### src/design/mfbp_pkg.sv
// shared types and constants of the msb-first bit packer
`timescale 1ns / 1ps

package mfbp_pkg;

  localparam int BYTE_W       = 8;
  localparam int PART_W       = 7;
  localparam int FILL_W       = 3;
  localparam int FIELD_BITS_W = 6;
  localparam int VALUE_W      = 32;

  localparam logic [BYTE_W-1:0] BYTE_MASK = 8'hff;
  localparam logic [PART_W-1:0] PART_MASK = 7'h7f;

  typedef enum logic [0:0] {
    OP_APPEND = 1'b0,
    OP_ALIGN  = 1'b1
  } op_t;

endpackage

### src/design/mfbp_if.sv
// channel interfaces: input items and output bytes
`timescale 1ns / 1ps

interface mfbp_in_if;
  logic                                 valid;
  logic                                 ready;
  mfbp_pkg::op_t                        operation;
  logic [mfbp_pkg::FIELD_BITS_W-1:0]    field_bits;
  logic [mfbp_pkg::VALUE_W-1:0]         field_value;

  modport source (output valid, operation, field_bits, field_value, input ready);
  modport sink   (input valid, operation, field_bits, field_value, output ready);
endinterface

interface mfbp_out_if;
  logic                          valid;
  logic                          ready;
  logic [mfbp_pkg::BYTE_W-1:0]   out_byte;
  logic                          last_byte;

  modport source (output valid, out_byte, last_byte, input ready);
  modport sink   (input valid, out_byte, last_byte, output ready);
endinterface

### src/design/msb_first_bit_packer_top.sv
// top level of the msb-first bit packer
//
//   channel   dir  payload                                   handshake
//   in_ch     in   operation, field_bits, field_value        valid / ready
//   out_ch    out  out_byte, last_byte                       valid / ready
//
// an item is taken every cycle while the two-entry job queue has room
// an item that completes k bytes yields k bytes on out_ch, one byte per cycle from the
// back end while the output is not stalled; items that complete no byte queue no job
// first byte of an item passes through the job queue and the back end's output register
// synchronous active-low reset clears the partial byte, queue and output
// a stalled output holds its byte while the front keeps filling the queue
`timescale 1ns / 1ps

module msb_first_bit_packer_top #(
  parameter int MAX_FIELD_BITS = 32
) (
  input  logic        clk,
  input  logic        rst_n,
  mfbp_in_if.sink     in_ch,
  mfbp_out_if.source  out_ch
);

  localparam int ACC_W     = MAX_FIELD_BITS + mfbp_pkg::PART_W;
  localparam int MAX_BYTES = ACC_W / 8;
  localparam int CNT_W     = $clog2(MAX_BYTES + 1);
  localparam int JOB_W     = ACC_W + CNT_W;

  logic              push;
  logic              pop;
  logic              full;
  logic              empty;
  logic [ACC_W-1:0]  job_data;
  logic [CNT_W-1:0]  job_cnt;
  logic [JOB_W-1:0]  head;

  mfbp_front #(
    .MAX_FIELD_BITS(MAX_FIELD_BITS)
  ) u_front (
    .clk        (clk),
    .rst_n      (rst_n),
    .in_ch      (in_ch),
    .queue_full (full),
    .push       (push),
    .job_data   (job_data),
    .job_cnt    (job_cnt)
  );

  mfbp_fifo #(
    .WIDTH(JOB_W)
  ) u_fifo (
    .clk       (clk),
    .rst_n     (rst_n),
    .push      (push),
    .push_data ({job_cnt, job_data}),
    .pop       (pop),
    .head_data (head),
    .full      (full),
    .empty     (empty)
  );

  mfbp_back #(
    .MAX_FIELD_BITS(MAX_FIELD_BITS)
  ) u_back (
    .clk       (clk),
    .rst_n     (rst_n),
    .empty     (empty),
    .head_data (head[ACC_W-1:0]),
    .head_cnt  (head[JOB_W-1:ACC_W]),
    .pop       (pop),
    .out_ch    (out_ch)
  );

endmodule

### src/design/mfbp_front.sv
// front end: accepts items, merges them with the partial byte, queues byte jobs
`timescale 1ns / 1ps

module mfbp_front #(
  parameter int MAX_FIELD_BITS = 32
) (
  input  logic               clk,
  input  logic               rst_n,
  mfbp_in_if.sink            in_ch,
  input  logic               queue_full,
  output logic               push,
  output logic [MAX_FIELD_BITS+mfbp_pkg::PART_W-1:0]  job_data,
  output logic [$clog2((MAX_FIELD_BITS+mfbp_pkg::PART_W)/8+1)-1:0] job_cnt
);

  localparam int ACC_W  = MAX_FIELD_BITS + mfbp_pkg::PART_W;
  localparam int MAX_BYTES = ACC_W / 8;
  localparam int CNT_W  = $clog2(MAX_BYTES + 1);
  localparam int SAT_W  = $clog2(MAX_FIELD_BITS + 1);
  localparam int N_W    = (SAT_W > mfbp_pkg::FIELD_BITS_W) ? SAT_W : mfbp_pkg::FIELD_BITS_W;
  localparam int T_W    = N_W + 1;

  logic [mfbp_pkg::PART_W-1:0] partial_r, partial_nxt;
  logic [mfbp_pkg::FILL_W-1:0] fill_r, fill_nxt;

  logic              accept;
  logic [N_W-1:0]    fb_ext;
  logic [N_W-1:0]    n_sat;
  logic [T_W-1:0]    total;
  logic [mfbp_pkg::FILL_W-1:0] rem;
  logic [ACC_W-1:0]  val_masked;
  logic [ACC_W-1:0]  combined;
  logic [mfbp_pkg::BYTE_W-1:0] pad_byte;
  logic [ACC_W-1:0]  data_c;
  logic [CNT_W-1:0]  cnt_c;

  assign in_ch.ready = !queue_full;
  assign accept      = in_ch.valid && in_ch.ready;

  always_comb begin
    fb_ext     = N_W'(in_ch.field_bits);
    n_sat      = (fb_ext > N_W'(MAX_FIELD_BITS)) ? N_W'(MAX_FIELD_BITS) : fb_ext;
    total      = T_W'(fill_r) + T_W'(n_sat);
    rem        = total[mfbp_pkg::FILL_W-1:0];
    // bits at or above the value field width come in as zeros
    val_masked = ACC_W'(in_ch.field_value) & ~({ACC_W{1'b1}} << n_sat);
    combined   = (ACC_W'(partial_r) << n_sat) | val_masked;
    pad_byte   = mfbp_pkg::BYTE_W'({1'b0, partial_r} << (4'd8 - {1'b0, fill_r}))
                 & mfbp_pkg::BYTE_MASK;

    if (in_ch.operation == mfbp_pkg::OP_ALIGN) begin
      data_c      = ACC_W'(pad_byte);
      cnt_c       = (fill_r != '0) ? CNT_W'(1) : '0;
      partial_nxt = '0;
      fill_nxt    = '0;
    end else begin
      // completed bytes sit right-aligned once the leftover bits are dropped
      data_c      = combined >> rem;
      cnt_c       = CNT_W'(total >> 3);
      partial_nxt = mfbp_pkg::PART_W'(combined & ~({ACC_W{1'b1}} << rem))
                    & mfbp_pkg::PART_MASK;
      fill_nxt    = rem;
    end
  end

  assign push     = accept && (cnt_c != '0);
  assign job_data = data_c;
  assign job_cnt  = cnt_c;

  always_ff @(posedge clk) begin
    if (!rst_n) begin
      partial_r <= '0;
      fill_r    <= '0;
    end else if (accept) begin
      partial_r <= partial_nxt;
      fill_r    <= fill_nxt;
    end
  end

endmodule

### src/design/mfbp_fifo.sv
// two-entry job queue between front and back
`timescale 1ns / 1ps

module mfbp_fifo #(
  parameter int WIDTH = 42
) (
  input  logic             clk,
  input  logic             rst_n,
  input  logic             push,
  input  logic [WIDTH-1:0] push_data,
  input  logic             pop,
  output logic [WIDTH-1:0] head_data,
  output logic             full,
  output logic             empty
);

  logic [WIDTH-1:0] mem_r [2];
  logic             wr_ptr_r, wr_ptr_nxt;
  logic             rd_ptr_r, rd_ptr_nxt;
  logic [1:0]       count_r, count_nxt;

  assign full      = (count_r == 2'd2);
  assign empty     = (count_r == 2'd0);
  assign head_data = mem_r[rd_ptr_r];

  always_comb begin
    wr_ptr_nxt = push ? !wr_ptr_r : wr_ptr_r;
    rd_ptr_nxt = pop  ? !rd_ptr_r : rd_ptr_r;
    count_nxt  = count_r + 2'(push) - 2'(pop);
  end

  always_ff @(posedge clk) begin
    if (!rst_n) begin
      wr_ptr_r <= 1'b0;
      rd_ptr_r <= 1'b0;
      count_r  <= '0;
    end else begin
      wr_ptr_r <= wr_ptr_nxt;
      rd_ptr_r <= rd_ptr_nxt;
      count_r  <= count_nxt;
    end
  end

  always_ff @(posedge clk) begin
    if (push) begin
      mem_r[wr_ptr_r] <= push_data;
    end
  end

endmodule

### src/design/mfbp_back.sv
// back end: unloads queued jobs one byte per unstalled cycle into the output register
`timescale 1ns / 1ps

module mfbp_back #(
  parameter int MAX_FIELD_BITS = 32
) (
  input  logic               clk,
  input  logic               rst_n,
  input  logic               empty,
  input  logic [MAX_FIELD_BITS+mfbp_pkg::PART_W-1:0] head_data,
  input  logic [$clog2((MAX_FIELD_BITS+mfbp_pkg::PART_W)/8+1)-1:0] head_cnt,
  output logic               pop,
  mfbp_out_if.source         out_ch
);

  localparam int ACC_W     = MAX_FIELD_BITS + mfbp_pkg::PART_W;
  localparam int MAX_BYTES = ACC_W / 8;
  localparam int CNT_W     = $clog2(MAX_BYTES + 1);

  logic [ACC_W-1:0]            data_r, data_nxt;
  logic [CNT_W-1:0]            cnt_r, cnt_nxt;
  logic                        out_valid_r, out_valid_nxt;
  logic [mfbp_pkg::BYTE_W-1:0] out_byte_r, out_byte_nxt;
  logic                        last_r, last_nxt;

  logic                        slot_free;
  logic                        active;
  logic                        fire;
  logic [ACC_W-1:0]            src_data;
  logic [CNT_W-1:0]            src_cnt;
  logic [CNT_W-1:0]            cnt_dec;

  always_comb begin
    slot_free = !out_valid_r || out_ch.ready;
    active    = (cnt_r != '0);
    src_data  = active ? data_r : head_data;
    src_cnt   = active ? cnt_r : head_cnt;
    cnt_dec   = src_cnt - CNT_W'(1);
    // a fresh job emits its first byte in the cycle it leaves the queue
    fire      = slot_free && (active || !empty);
    pop       = slot_free && !active && !empty;

    data_nxt      = data_r;
    cnt_nxt       = cnt_r;
    out_valid_nxt = out_valid_r;
    out_byte_nxt  = out_byte_r;
    last_nxt      = last_r;
    if (fire) begin
      data_nxt      = src_data;
      cnt_nxt       = cnt_dec;
      out_valid_nxt = 1'b1;
      out_byte_nxt  = mfbp_pkg::BYTE_W'(src_data >> {cnt_dec, 3'b000});
      last_nxt      = (cnt_dec == '0);
    end else if (out_ch.ready) begin
      out_valid_nxt = 1'b0;
    end
  end

  always_ff @(posedge clk) begin
    if (!rst_n) begin
      cnt_r       <= '0;
      out_valid_r <= 1'b0;
    end else begin
      cnt_r       <= cnt_nxt;
      out_valid_r <= out_valid_nxt;
    end
  end

  always_ff @(posedge clk) begin
    data_r     <= data_nxt;
    out_byte_r <= out_byte_nxt;
    last_r     <= last_nxt;
  end

  assign out_ch.valid     = out_valid_r;
  assign out_ch.out_byte  = out_byte_r;
  assign out_ch.last_byte = last_r;

endmodule

### src/flat_wrapper.sv
// flat-port wrapper written by rule: the top's interface ports become plain ports
module msb_first_bit_packer_top_flat 
#(
  parameter int MAX_FIELD_BITS = 32
)
  (clk, rst_n, in_ch_valid, in_ch_operation, in_ch_field_bits, in_ch_field_value, in_ch_ready, out_ch_valid, out_ch_out_byte, out_ch_last_byte, out_ch_ready);
  mfbp_in_if in_ch_i ();
  mfbp_out_if out_ch_i ();
  input  logic clk;
  input  logic rst_n;
  input wire logic [$bits(in_ch_i.valid)-1:0] in_ch_valid;
  input wire logic [$bits(in_ch_i.operation)-1:0] in_ch_operation;
  input wire logic [$bits(in_ch_i.field_bits)-1:0] in_ch_field_bits;
  input wire logic [$bits(in_ch_i.field_value)-1:0] in_ch_field_value;
  output wire logic [$bits(in_ch_i.ready)-1:0] in_ch_ready;
  output wire logic [$bits(out_ch_i.valid)-1:0] out_ch_valid;
  output wire logic [$bits(out_ch_i.out_byte)-1:0] out_ch_out_byte;
  output wire logic [$bits(out_ch_i.last_byte)-1:0] out_ch_last_byte;
  input wire logic [$bits(out_ch_i.ready)-1:0] out_ch_ready;
  assign in_ch_i.valid = in_ch_valid;
  assign in_ch_i.operation = in_ch_operation;
  assign in_ch_i.field_bits = in_ch_field_bits;
  assign in_ch_i.field_value = in_ch_field_value;
  assign in_ch_ready = in_ch_i.ready;
  assign out_ch_valid = out_ch_i.valid;
  assign out_ch_out_byte = out_ch_i.out_byte;
  assign out_ch_last_byte = out_ch_i.last_byte;
  assign out_ch_i.ready = out_ch_ready;
  msb_first_bit_packer_top #(.MAX_FIELD_BITS(MAX_FIELD_BITS)) u_core (.clk(clk), .rst_n(rst_n), .in_ch(in_ch_i), .out_ch(out_ch_i));
endmodule
### config.mk
export PLATFORM = sky130hd
export DESIGN_NAME = msb_first_bit_packer_top_flat
export DESIGN_NICKNAME = d
export VERILOG_FILES = /design/src/design/mfbp_pkg.sv /design/src/design/mfbp_if.sv /design/src/design/msb_first_bit_packer_top.sv /design/src/design/mfbp_front.sv /design/src/design/mfbp_fifo.sv /design/src/design/mfbp_back.sv /design/src/flat_wrapper.sv
export SDC_FILE = /design/constraint.sdc
export NUM_CORES = 1
export LEC_CHECK = 0
export BUFFER_PORTS_ARGS = -buffer_cell sky130_fd_sc_hd__clkbuf_2
export CAP_MARGIN = 20
export CORE_MARGIN = 2
export CORE_UTILIZATION = 45
export DETAILED_ROUTE_END_ITERATION = 7
export GPL_ROUTABILITY_DRIVEN = 0
export PLACE_DENSITY = 0.7
export RECOVER_POWER = 25
export SETUP_SLACK_MARGIN = 0.05
export SKIP_LAST_GASP = 1
export SYNTH_ARGS = -nofsm -noshare
export SYNTH_HDL_FRONTEND = slang
export SYNTH_SLANG_ARGS = --single-unit
### constraint.sdc
create_clock -name clk -period 8.55 [get_ports clk]
set_clock_uncertainty 0.2 [all_clocks]
set_input_delay 0.4275 -clock clk [delete_from_list [all_inputs] [get_ports clk]]
set_output_delay 0.4275 -clock clk [all_outputs]
set_load 0.02 [all_outputs]
-- After elaboration in Yosys (flattened, before gate mapping)
Memory sizes are Yosys's and may differ from the RTL's. A register that Yosys moved wholly into a read port is not among the register bits.
Index checks and enable logic that the tools add are counted.
- $add $sub $neg: 5
- reductions and logical operators: 19
- mux-type cells: 14
- equal/unequal tests: 1
- bitwise operators: 5
- shift-type cells: 6
- $lt $le $gt $ge: 1
- operator list (cell ; number):
    2-to-1 mux 39 bit ; 2
    bitwise AND 32 x 39 -> 39 bit ; 1
    inverter 39 bit ; 1
    bitwise OR 39 bit ; 1
    << shifter 39 x 3 -> 7 bit, first input constant ; 1
    << shifter 39 x 6 -> 39 bit, first input constant ; 1
    << shifter 7 x 6 -> 39 bit ; 1
    >> shifter 39 x 3 -> 39 bit ; 1
    >> shifter 39 x 6 -> 8 bit ; 1
    2-to-1 mux 3 bit ; 3
    nonzero test 3 bit ; 3
    << shifter 7 x 4 -> 8 bit ; 1
    bitwise AND 7 bit ; 1
    2-to-1 mux 1 bit ; 7
    2-to-1 mux 7 bit ; 1
    inverter 7 bit ; 1
    adder 3 x 6 -> 6 bit ; 1
    greater-than comparator 6 bit, second input constant ; 1
    logical NOT 1 bit ; 6
    2-to-1 mux 6 bit ; 1
    logical AND 1 bit ; 5
    subtractor 4 x 3 -> 4 bit, first input constant ; 1
    logical NOT 3 bit ; 1
    subtractor 3 x 1 -> 3 bit, second input constant ; 1
    6 further kinds ; 7
- output and inout port bits: 11
- memories: 1
- logic and storage cells: 62
- memory bits (writable): 84
- register bits after elaboration: 66
- memory list (name ; words ; width ; rd ports ; clocked after memory_dff ; write ports ; line ; RTL):
    u_core.u_fifo.mem_r ; 2 ; 42 ; 1 ; 1 ; 1 ; mfbp_fifo.sv:17 ; logic [WIDTH-1:0] mem_r [2];

-- Logic depth before layout (Yosys ltp)
- depth after elaboration: 8
- gate-level depth with buffers: 15
- gate-level depth less buffers: 13

-- Cells and area by module
From an unflattened synthesis, not the netlist that was laid out.
- cells, all modules: 973
- area, all modules: 10322.4 um^2
- by module, submodules not included (module ; sequential area each (um^2) ; instances ; cells each ; area each (um^2)):
    mfbp_front ; 200.2 ; 1 ; 584 ; 3892.5
    mfbp_fifo ; 2622.5 ; 1 ; 152 ; 3462.1
    mfbp_back ; 1521.5 ; 1 ; 237 ; 2967.8

-- Worst setup path before layout
OpenSTA, ideal clock, no wires.
- path type: in2reg
- start: input in_ch_field_bits[1]
- end: memory u_core.u_fifo.mem_r[0][0], enable pin
- stages: 10
- library setup time: 0.443 ns
- data arrival time: 4.082 ns
- required time: 7.907 ns
- path slack: 3.825 ns
- cells stage by stage: buf_4 -> and2b_1 -> xnor2_1 -> ha_1 -> a21o_1 -> a21oi_1 -> or4b_2 -> mux2i_1 -> o31ai_2 -> nor2_1
- cells in the longest elaborated chain, start to end: 8
- RTL lines (item ; line ; RTL):
    start: declaration ; flat_wrapper.sv:13 ; input wire logic [$bits(in_ch_i.field_bits)-1:0] in_ch_field_bits;
    greater-than comparator 6 bit ; mfbp_front.sv:42 ; n_sat = (fb_ext > N_W'(MAX_FIELD_BITS)) ? N_W'(MAX_FIELD_BITS) : fb_ext;
    2-to-1 mux 6 bit * ; mfbp_front.sv:42 ;
    adder 3 x 6 -> 6 bit * ; mfbp_front.sv:43 ; total = T_W'(fill_r) + T_W'(n_sat);
    2-to-1 mux 3 bit * ; mfbp_front.sv:51 ; if (in_ch.operation == mfbp_pkg::OP_ALIGN) begin
    named net u_core.job_cnt[1] ; msb_first_bit_packer_top.sv:34 ; logic [CNT_W-1:0] job_cnt;
    nonzero test 3 bit * ; mfbp_front.sv:66 ; assign push = accept && (cnt_c != '0);
    logical AND 1 bit * ; mfbp_front.sv:66 ;
    2-to-1 mux 1 bit * ; mfbp_fifo.sv:45 ; if (push) begin
    2-to-1 mux 1 bit (not written as such) * ; mfbp_fifo.sv:46 ; mem_r[wr_ptr_r] <= push_data;
    end: declaration ; mfbp_fifo.sv:17 ;
The timed path passes the listed nets; every way through them passes the cells marked *.

-- Worst setup path after layout
- start: register u_core.u_back.cnt_r[0]
- end: register u_core.u_back.out_byte_r, in the netlist u_core.u_back.out_ch.out_byte[5] (data pin)
- cells in the longest elaborated chain, start to end: 4
- elaborated cells on any way between the ends: 5
- RTL lines (item ; line ; RTL):
    start: declaration ; mfbp_back.sv:21 ; logic [CNT_W-1:0] cnt_r, cnt_nxt;
    start signal: assignment ; mfbp_back.sv:64 ; cnt_r <= cnt_nxt;
    nonzero test 3 bit ; mfbp_back.sv:35 ; active = (cnt_r != '0);
    2-to-1 mux 3 bit ; mfbp_back.sv:37 ; src_cnt = active ? cnt_r : head_cnt;
    subtractor 3 x 1 -> 3 bit ; mfbp_back.sv:38 ; cnt_dec = src_cnt - CNT_W'(1);
    >> shifter 39 x 6 -> 8 bit * ; mfbp_back.sv:52 ; out_byte_nxt = mfbp_pkg::BYTE_W'(src_data >> {cnt_dec, 3'b000});
    end signal: assignment ; mfbp_back.sv:71 ; out_byte_r <= out_byte_nxt;
    end: declaration ; mfbp_back.sv:23 ; logic [mfbp_pkg::BYTE_W-1:0] out_byte_r, out_byte_nxt;
Every way passes the cells marked *; elsewhere a longest branch is shown, timed or not.
A chain may end at the register's enable or synchronous reset.

==> results.md <==
- Endpoints failing hold: 0
- Post-synthesis register bit count: 151
- First-pass GRT wire length: 40700 um
- Final min period: 5.39 ns
- Async SR Flop Fraction: 0
- Post-synth EDFFs: 132
- Via count: 8173
- Count leader, synth: edfxtp_1
- Sw Share: 0.371
- Cell area after placement: 10000 um^2
- Yosys warnings: 0
- Die Y: 150 um
- Worst Tran Pin Value: 3.26 ns
- Post-route ant nets: 0
- CP max FO: 81
- CTS Buf Count: 17
- Switching power: 0.00118 W
- CTS max path bufs: 2
- Synth Instances: 993
- Lkg Pwr: 3.79 nW
- Initial core utilization: 0.459
- Maximum clock rate: 186 MHz
- Peak supply drop: about 0.00015 V
- Residual DRC: 0
- Crit path launch type: flop
- DR vias/cell: ~6.4
- Worst Path Arrival: 5.46 ns
- Largest net degree at the start of global routing: 82
- Max Slew Vio Count: between 100 and 150
- RR Endpoint: u_core.u_back.out_ch.out_byte[5]$_DFFE_PP_
- Worst hold-check path type: in2reg
- Die area: 22600 um^2
- Share of layout cells above drive strength 1: 0.127
- Global route total overflow: 0
- R2R setup slack: 3.16 ns
- Max Cap Viol: 2
- Setup bufs post-CTS: 0
- CTS Sinks: 151
- CTS tree: yes
- P&R area growth vs syn: 10.0%
- Total negative slack: 0 ns
- Clk network pwr share: 0.249
- Port bufs: 53
- Min-Delay Endpoint: u_core.u_back.cnt_r[2]$_SDFFE_PN0P_
- IO Pins: 54
- Net count, final: 1042
- Initial antenna violation count: 0
- Avg Inst Size Synth: 9.72 um^2
- Reg2Reg Depth: 8
- Setup Crit Path Kind: reg2reg
- Dominant cells by area after synthesis: edfxtp_1 41%, mux2i_1 8.3%, a21oi_1 5.0%, dfxtp_1 3.9%, nor2_1 3.8%
- Seq/Total Area, Yosys: 0.450
- Critical Path Sink Type: flop
- Placed cells: 1248
- Vias in the first global route: 7465
- Worst r2r src: u_core.u_back.cnt_r[0]$_SDFFE_PN0P_
- Critical Path RT: 8.62 ns
- Synth cell count leaders: 132 x edfxtp_1, 97 x nor2_1, 96 x a21oi_1, 80 x mux2i_1, 77 x nand2_1
- Die Width: 150 um
- Post-synth cell types: 88
- DRT iter0 DRCs: 904
- Diodes inserted: 0
- Cts repair resizes: 0
- Clock slew at reported path FFs: 0.06 ns
- Hold depth: 4
- Yosys top cell area share: 0.411
- Slew margin rel.: -1.18
- Dpl hpwl: 18800 um
- Most used DFF post-synth: edfxtp_1
- Total core area: roughly 21000 um^2
- Area leader, netlist: edfxtp_1
- Int Pwr: 0.00200 W
- Setup Slack @ Placement: 4.09 ns
- H-tree depth: 4
- CTS Root Buffer Type: clkbuf_16
- Syn Nets: 1043
- Logic pwr share: 0.377
- Cell area power density: roughly 300 nW/um^2
- Cell Area, Synth: about 9700 um^2
- Finished Cell Area: 10600 um^2
- Status: finished with violations
- First-pass iteration count of the detailed router: 6
- Num rows: 53
- RSZ-0062 raised after global routing: no
- Final WS setup: 3.16 ns
- Routed WL per cell: 20.6 um
- Failing checks: capacitance limit, slew limit
- Total GRT Usage: 0.235
- Final Setup Violations: 0
- Clk_lat worst skew: around 0.42 ns
- Final std cells w/o fill: 1280
- Final period util: 0.630
- HP Start: out_ch_ready
- Fraction of power consumed by sequential logic: 0.373
- Overall power: 0.00318 W
- Hold_buf cts: 0
- Total Wirelength: 26400 um
final cells by class:
class / instances / area [um^2]
inverter: 19 / 71.3
multi-input combinational: 739 / 4890
timing repair buffer: 64 / 338
sequential: 151 / 4350
tap: 275 / 344
clock buffer: 17 / 425
clock inverter: 15 / 210
fill: 1910 / 10400
layer usage:
metal / track usage / part of all wire / up-vias
met5: 0 / 0 / -
met4: 0.115 / 0.041 / 0
met3: 0.0376 / 0.076 / 69
met2: 0.366 / 0.46 / 431
met1: 0.319 / 0.43 / 3891
li1: - / - / 3782
per-stage QoR:
stage,hold WS [ns],util
floorplan,0.275,-
global placement,0.303,0.476
detailed placement,0.308,0.477
CTS,0.205,0.507
global route,0.215,0.505
finish,0.203,0.505
state kept, by name, indices dropped and copies added (netlist names), named ones only:
signal / cells
u_core.u_back.out_ch.last_byte: 1
u_core.u_fifo.rd_ptr_r: 1
u_core.u_front.partial_r: 7
u_core.u_back.out_ch.out_byte: 8
u_core.u_fifo.wr_ptr_r: 1
u_core.u_fifo.mem_r: 84
u_core.u_back.cnt_r: 3
u_core.u_back.data_r: 39
u_core.u_fifo.count_r: 2
u_core.u_front.fill_r: 3
u_core.u_back.out_ch.valid: 1
critical path, stage by stage (launching register included):
cell and delay (ns):
dfxtp_1 0.33, nor3_1 0.25, clkbuf_1 2.33, a21oi_1 0.55, xnor2_1 1.02, nand2_1 0.12, a21oi_1 0.16, a31oi_1 0.08
o21ai_0 0.19
power groups by stage:
stage / registers (W) / logic, W / clock network (W)
3_5_place_dp: 0.00119 / 0.00118 / 0
6_report: 0.00119 / 0.00120 / 0.000792
4_1_cts: 0.00118 / 0.00119 / 0.000800
3_3_place_gp: 0.00118 / 0.00116 / 0
2_1_floorplan: 0.00122 / 0.000853 / 0
5_1_grt: 0.00120 / 0.00131 / 0.000831
cells by family after synthesis:
group,after synthesis,share of synthesized area
compound gates,309,0.215
xor+xnor,10,0.00985
fa+ha+maj,8,0.0102
buf+inv,103,0.0474
flops,151,0.450
mux,97,0.107
simple gates,315,0.161
worst max-delay path by stage:
stage / to / depth (start not counted) / start / slack, ns
3_5_place_dp: u_core.u_fifo.mem_r[0][24]$_DFFE_PP_ / 11 / in_ch_field_bits[1] / 4.09
3_3_place_gp: u_core.u_fifo.mem_r[1][22]$_DFFE_PP_ / 10 / in_ch_field_bits[1] / 3.99
4_1_cts: u_core.u_fifo.mem_r[0][27]$_DFFE_PP_ / 10 / u_core.u_front.fill_r[0]$_SDFFE_PN0P_ / 4.43
2_1_floorplan: u_core.u_fifo.mem_r[0][0]$_DFFE_PP_ / 10 / in_ch_field_bits[1] / 3.82
5_1_grt: u_core.u_back.out_ch.out_byte[5]$_DFFE_PP_ / 8 / u_core.u_back.cnt_r[0]$_SDFFE_PN0P_ / 2.66
6_report: u_core.u_back.out_ch.out_byte[5]$_DFFE_PP_ / 8 / u_core.u_back.cnt_r[0]$_SDFFE_PN0P_ / 3.16
layout by cell type (no fill, tap or decap), types with 6 or more instances in the layout:
cell type	n
and3_1	9
and2_1	16
buf_4	8
dfxtp_1	18
clkbuf_1	14
a21o_1	10
mux2_2	12
a211oi_1	17
edfxtp_1	132
a22oi_1	13
nand2_1	77
nor2b_1	15
a21boi_0	8
inv_1	17
o221ai_1	7
nand2b_1	9
a31oi_1	15
nor3_1	22
clkbuf_2	41
nand3_1	20
ha_1	7
nor2_1	95
nor3b_1	6
clkbuf_16	17
o22ai_1	26
mux2i_1	80
o21ai_0	38
or3_1	10
a21oi_1	95
No activity file was read; power rests on OpenSTA's default activity.
